==> src/hdl/aae_pkg.sv <==
// ---------------------------------------------------------------------------
// aae_pkg: shared constants and types for the adaptive arithmetic encoder
// Range precision, alphabet size, the output result fields and the divider types.
// ---------------------------------------------------------------------------
package aae_pkg;

	localparam int RANGE_BITS = 32;
	localparam int ALPHABET   = 257;
	localparam int SYM_W      = $clog2(ALPHABET);
	localparam int CNT_W      = 32;
	localparam int PEND_W     = 32;
	localparam int TAIL_W     = 31;

	localparam logic [SYM_W-1:0] END_SYM = SYM_W'(ALPHABET - 1);
	localparam logic [SYM_W-1:0] MAX_BYTE_SYM = SYM_W'(ALPHABET - 2);
	localparam logic [CNT_W-1:0] TOTAL_LIMIT = CNT_W'(64'd1 << (RANGE_BITS - 2));
	localparam logic [CNT_W-1:0] TOTAL_RESET = CNT_W'(ALPHABET);

	// result fields of one output transfer
	typedef struct packed {
		logic              last;
		logic              overflow_error;
		logic [TAIL_W-1:0] tail_bits;
		logic              has_tail;
		logic [PEND_W-1:0] pending_run;
		logic              lead_bit;
		logic              has_bit;
	} result_t;

	// divider request / response
	typedef struct packed {
		logic                    start;
		logic [2*RANGE_BITS-1:0] dividend;
		logic [CNT_W-1:0]        divisor;
	} div_req_t;

	typedef struct packed {
		logic                    done;
		logic [2*RANGE_BITS-1:0] quotient;
	} div_rsp_t;

endpackage

==> src/hdl/aae_div.sv <==
// ---------------------------------------------------------------------------
// aae_div: restoring divider, one quotient bit per cycle
// 64-bit dividend by 32-bit divisor; done pulses once the last quotient bit is shifted in.
// ---------------------------------------------------------------------------
module aae_div
	import aae_pkg::*;
(
	input  logic     clk,
	input  logic     arst_n,
	input  div_req_t req,
	output div_rsp_t rsp
);

	localparam int DW = 2 * RANGE_BITS;

	logic [DW-1:0]    quo_q;
	logic [CNT_W:0]   rem_q;
	logic [CNT_W-1:0] dvs_q;
	logic [6:0]       cnt_q;
	logic             busy_q;
	logic             done_q;
	logic [CNT_W:0]   trial;
	logic [CNT_W:0]   diff;

	assign trial = {rem_q[CNT_W-1:0], quo_q[DW-1]};
	assign diff  = trial - {1'b0, dvs_q};

	always_ff @(posedge clk or negedge arst_n) begin
		if (!arst_n) begin
			busy_q <= 1'b0;
			cnt_q  <= '0;
			done_q <= 1'b0;
		end else begin
			done_q <= 1'b0;
			if (req.start) begin
				busy_q <= 1'b1;
				cnt_q  <= 7'(DW);
			end else if (busy_q) begin
				cnt_q <= cnt_q - 7'd1;
				if (cnt_q == 7'd1) begin
					busy_q <= 1'b0;
					done_q <= 1'b1;
				end
			end
		end
	end

	always_ff @(posedge clk) begin
		if (req.start) begin
			quo_q <= req.dividend;
			rem_q <= '0;
			dvs_q <= req.divisor;
		end else if (busy_q) begin
			if (!diff[CNT_W]) begin
				rem_q <= diff;
				quo_q <= {quo_q[DW-2:0], 1'b1};
			end else begin
				rem_q <= trial;
				quo_q <= {quo_q[DW-2:0], 1'b0};
			end
		end
	end

	assign rsp.done     = done_q;
	assign rsp.quotient = quo_q;

endmodule

==> config.mk <==
export PLATFORM = sky130hd
export DESIGN_NAME = aae_div
export DESIGN_NICKNAME = d
export VERILOG_FILES = /design/src/hdl/aae_pkg.sv /design/src/hdl/aae_div.sv
export SDC_FILE = /design/constraint.sdc
export NUM_CORES = 1
export LEC_CHECK = 0
export ABC_AREA = 1
export ABC_CLOCK_PERIOD_IN_PS = 3530
export BUFFER_PORTS_ARGS = -buffer_cell sky130_fd_sc_hd__buf_4
export CAP_MARGIN = 20
export CELL_PAD_IN_SITES_DETAIL_PLACEMENT = 0
export CELL_PAD_IN_SITES_GLOBAL_PLACEMENT = 1
export CORE_MARGIN = 4
export CORE_UTILIZATION = 40
export CTS_CLUSTER_DIAMETER = 50
export CTS_CLUSTER_SIZE = 20
export DETAILED_ROUTE_END_ITERATION = 8
export MAX_ROUTING_LAYER = met4
export PLACE_DENSITY = 0.91
export SLEW_MARGIN = 15
export SYNTH_ARGS = -nofsm -noshare
export SYNTH_HDL_FRONTEND = slang
export SYNTH_SLANG_ARGS = --single-unit
==> constraint.sdc <==
create_clock -name clk -period 3.53 [get_ports clk]
set_input_delay 0.706 -clock clk [delete_from_list [all_inputs] [get_ports clk]]
set_output_delay 0.706 -clock clk [all_outputs]
set_load 0.02 [all_outputs]
======== Yosys cells after proc, flatten, opt, wreduce, memory -nomap -nowiden ========
Index checks and enable logic that the tools add are counted.
storage, ports and cells
  logic and storage cells ................. 22
  bits in registers ....................... 137
  output and inout port bits .............. 65
operators by class
  reduce and logical (&&, ||, !) cells .... 1
  equal/unequal tests ..................... 1
  add/sub/neg operators ................... 2
  multiplexer cells ....................... 12
operators with widths
  cell                 number
  $mux 64              2
  $sub 33x32->33       1
  $mux 32              1
  $mux 7               2
  $eq 7x1->1 const B   1
  $mux 1               7
  $sub 7x1->7 const B  1
  $reduce_bool 2->1    1

======== Depth between registers and ports, before layout ========
  depth after elaboration ................. 4
  mapped depth ............................ 18
  depth with buffers taken out ............ 17

======== Worst setup path after synthesis ========
No wires, ideal clock.
  path type ............................... input -> register
  start ................................... input req[96] (netlist name)
  end ..................................... register quo_q[0], enable pin
  slack ................................... 0.815 ns
  stages .................................. 3
  setup time .............................. 0.419 ns
  buffers on the path ..................... 1
  required time ........................... 3.111 ns
  arrival time ............................ 2.296 ns
  cells stage by stage .................... clkbuf_1 > nor2_1 > inv_1
between the ends
  longest elaborated chain between the ends .. 1
ends and longest elaborated chain
  element                      RTL line       text
  start: declaration           aae_div.sv:10  input div_req_t req,
  $reduce_bool 2->1 (no line)  -
  end signal: assignment       aae_div.sv:50  quo_q <= req.dividend;
  end signal: assignment       aae_div.sv:56  quo_q <= {quo_q[DW-2:0], 1'b1};
  end signal: assignment       aae_div.sv:59  quo_q <= {quo_q[DW-2:0], 1'b0};
  end: declaration             aae_div.sv:16  logic [DW-1:0] quo_q;
Every way passes these cells.
A chain may end at the register's enable or synchronous reset.

======== Worst setup path after layout ========
  start ................................... register quo_q[63]
  end ..................................... register quo_q[0] (data pin)
between the ends
  longest elaborated chain between the ends .. 4
ends and longest elaborated chain
  element         RTL line       text
  $sub 33x32->33  aae_div.sv:26  assign diff = trial - {1'b0, dvs_q};
  $mux 1          aae_div.sv:54  if (!diff[CNT_W]) begin
  $mux 64         aae_div.sv:53  end else if (busy_q) begin
  $mux 64         aae_div.sv:49  if (req.start) begin
Every way passes these cells. The select of a mux whose other input is x is not followed.

==> results.toml <==
[outcome]
status = "complete, no violations"

[critical_path]
path_cells = "inv_1, ha_1, fa_1, inv_1, nand2_1, nand2_1, nand3_1, nand2_2, nand2_1, nand2_2, nand2_2, nand2_2, nand2_2, nand2_4, o21ai_0"
critPathRequiredTime_ns = 3.69
critPathLaunchType = "register"
critical-path-max-stage-delay_ns = 0.41
r2r_start = "quo_q[63]$_DFFE_PP_"
crit_path_top_delay_cell = "fa_1"
rrSetupSlack_ns = 0.88
crit_type = "register to register"
cpMostUsedCell = "nand2_2"
crit_arrival_ns = 2.81
ff2ff_path_depth = 15
r2r-end = "quo_q[0]$_DFFE_PP_"
crit_path_max_fanout = 33
crit_path_end_kind = "register"
critPathLaunch = "quo_q[63]$_DFFE_PP_"

[global_routing]
first_global_vias = 7243
grt_usage_pct = 19.4
overflow = 0
grt_pass1_wl_um = 35600
grt_max_degree = 56
antenna_found_initial = 0

[floorplan]
start_util_pct = 41.0
die-height_um = 152
rows = 52
die_w_um = 152
dieArea_mm2 = 0.0232
io_pins = 164
core_mm2 = 0.0204

[place]
dpl-instance-area_mm2 = 0.00984
gp_congestion = 0.925
io_buffers = 163
hpwl_um = 16000
place_worst_setup_slack_ns = 0.846
place_inst = 1591

[cts]
clockBufferDepth = 2
insertion_delay_ns = 0.44
cts_num_sinks = 137
cts_tree = "yes"
post_cts_buffers = 0
root_buffer = "clkbuf_16"
numCtsBuffers = 17
cts.repair.resized = 0
h-tree-depth = 4
path_clk_slew_ns = 0.07
cts_hold_buf = 0

[power_and_ir_drop]
finalPower_mw = 7.53
p_leak_nw = 5.74
p_per_area_mw_per_mm2 = 719
vdd_drop_max_v = 0.000409

[sta]
max_slew_margin_pct = 59.5
hold_slack_ns = 0.0773
fmax_mhz = 377
period_minus_slack_ns = 2.65
timing.final.hold_violations = 0
final.setup.tns_ns = 0
rsz0062_at_grt = "false"
worstMarginPinSlew_ns = 0.608
slew_violations = 0
period_share_pct = 75.1
worst_clock_skew_ns = 0.0134
setup_violations = 0
setup_ws_ns = 0.879

[synth]
synth_fp_nets = 1313
syn_area_mm2 = 0.00835
syn_inst = 1179
synth.avg_cell_area_um2 = 7.08
synth_seq_cells = 137
ys_seq_area_share_pct = 44.9
yosys_warnings = 0
synth.distinct_cells = 35

[drt]
via_per_inst = 4.54
dr.pass1.iters = 5
vias = 7370
drt-initial-drc-count = 405
post-route-drc-count = 0
detail-route-antenna-nets = 0
wl_um = 21500
wire_per_inst_um = 13.2

[cells_and_area]
layout.cells.non_filler = 1623
antennaDiodeCount = 0
nets = 1474
final_core_util_pct = 51.4
final_area_mm2 = 0.0105
drive_gt1_share_pct = 16.4
synthToLayoutAreaGrowth_pct = 25.4

[min_path]
hp-class = "input pin to asynchronous set/reset pin"

[run]
drv_cap = 0
## critical path: cells and delay by family (launching register included)
| family | cells | cell delay [ns] |
|---|---|---|
| AOI/OAI and AO/OA | 1 | 0.15 |
| adders and majority gates | 2 | 0.63 |
| buffers and inverters | 2 | 0.17 |
| DFF | 1 | 0.36 |
| and+or+nand+nor | 10 | 1.05 |
## final cells by class
class	instances	area, um2
Clock buffer	17	425
Clock inverter	15	201
Fill cell	2060	9900
Inverter	218	818
Multi-Input combinational cell	797	3640
Sequential cell	137	3750
Tap cell	270	338
Timing Repair Buffer	169	1290
## how the worst max path moves through the flow
| stage | slack (ns) | end |
|---|---|---|
| after floorplan | 0.81 | quo_q[0]$_DFFE_PP_ |
| after global placement | 1.02 | quo_q[0]$_DFFE_PP_ |
| after detailed placement | 0.85 | quo_q[0]$_DFFE_PP_ |
| after CTS | 0.83 | quo_q[0]$_DFFE_PP_ |
| after global routing | 0.61 | quo_q[0]$_DFFE_PP_ |
| final | 0.88 | quo_q[0]$_DFFE_PP_ |
## layout by cell type (no fill, tap or decap), types with 2 or more instances in the layout
master | netlist | final
nand2_1 | 558 | 558
buf_4 | 1 | 167
nor3_1 | 6 | 6
dfrtp_1 | 9 | 9
nor2_2 | 4 | 6
xnor2_1 | 13 | 13
and2_1 | 6 | 6
inv_1 | 215 | 214
o21bai_1 | 2 | 2
o21ai_0 | 9 | 9
a21oi_1 | 21 | 21
nand4_1 | 10 | 10
ha_1 | 34 | 34
nor2_1 | 47 | 45
inv_8 | 0 | 8
o21ai_1 | 2 | 2
nand3_1 | 63 | 63
inv_2 | 1 | 3
clkinv_8 | 0 | 4
buf_12 | 0 | 2
nand2_2 | 7 | 7
edfxtp_1 | 96 | 96
nand2_4 | 3 | 3
nor4_1 | 2 | 2
clkbuf_16 | 0 | 17
xor2_1 | 2 | 2
dfxtp_1 | 32 | 32
## logic make-up (layout without fill, tap and decap cells)
logic type                 Yosys count  after routing  synth area share, %
and+or+nand+nor                    711            711                 34.4
AOI/OAI and AO/OA                   36             36                 2.26
xor gates and xnor gates            15             15                 1.57
DFF                                137            137                 44.9
buffers and inverters              245            419                 11.5
adders and majority gates           35             35                 5.34
## synthesized netlist by cell type (all sizes together)
master  number  area share [%]
nand2      568              26
inv        216             9.7
edfxtp      96              35
nand3       64             3.9
nor2        51             2.4
ha          34             5.1
dfxtp       32             7.7
a21oi       21             1.3
clkbuf      19            0.85
xnor2       13             1.4
o21ai       11            0.66
nand4       10            0.75
dfrtp        9             2.7
buf          8            0.85
nor3         7            0.48
and2         6            0.45
clkinv       2           0.090
nor4         2            0.15
o21bai       2            0.18
xor2         2            0.21
a21o         1           0.090
and3         1           0.075
fa           1            0.24
nand3b       1           0.090
o22ai        1           0.075
or2          1           0.075
## layer usage
layer / global-route usage [%] / wire length [um]
met1: 24.7 / 10100
met2: 30.4 / 9550
met3: 5.42 / 1470
met4: 5.73 / 344
met5: - / 0
## where the power goes
part           switching, mW  internal, mW  total [mW]  leakage [nW]
clock network          0.857          1.03        1.89         0.304
registers              0.226          2.06        2.29          1.38
logic                   2.15          1.20        3.35          4.05
## state kept, by name, summed over array words and instances, names as in the netlist
register  flops
cnt_q         7
quo_q        64
busy_q        1
rem_q        32
dvs_q        32
done_q        1
(Power assumes the default switching activity.)
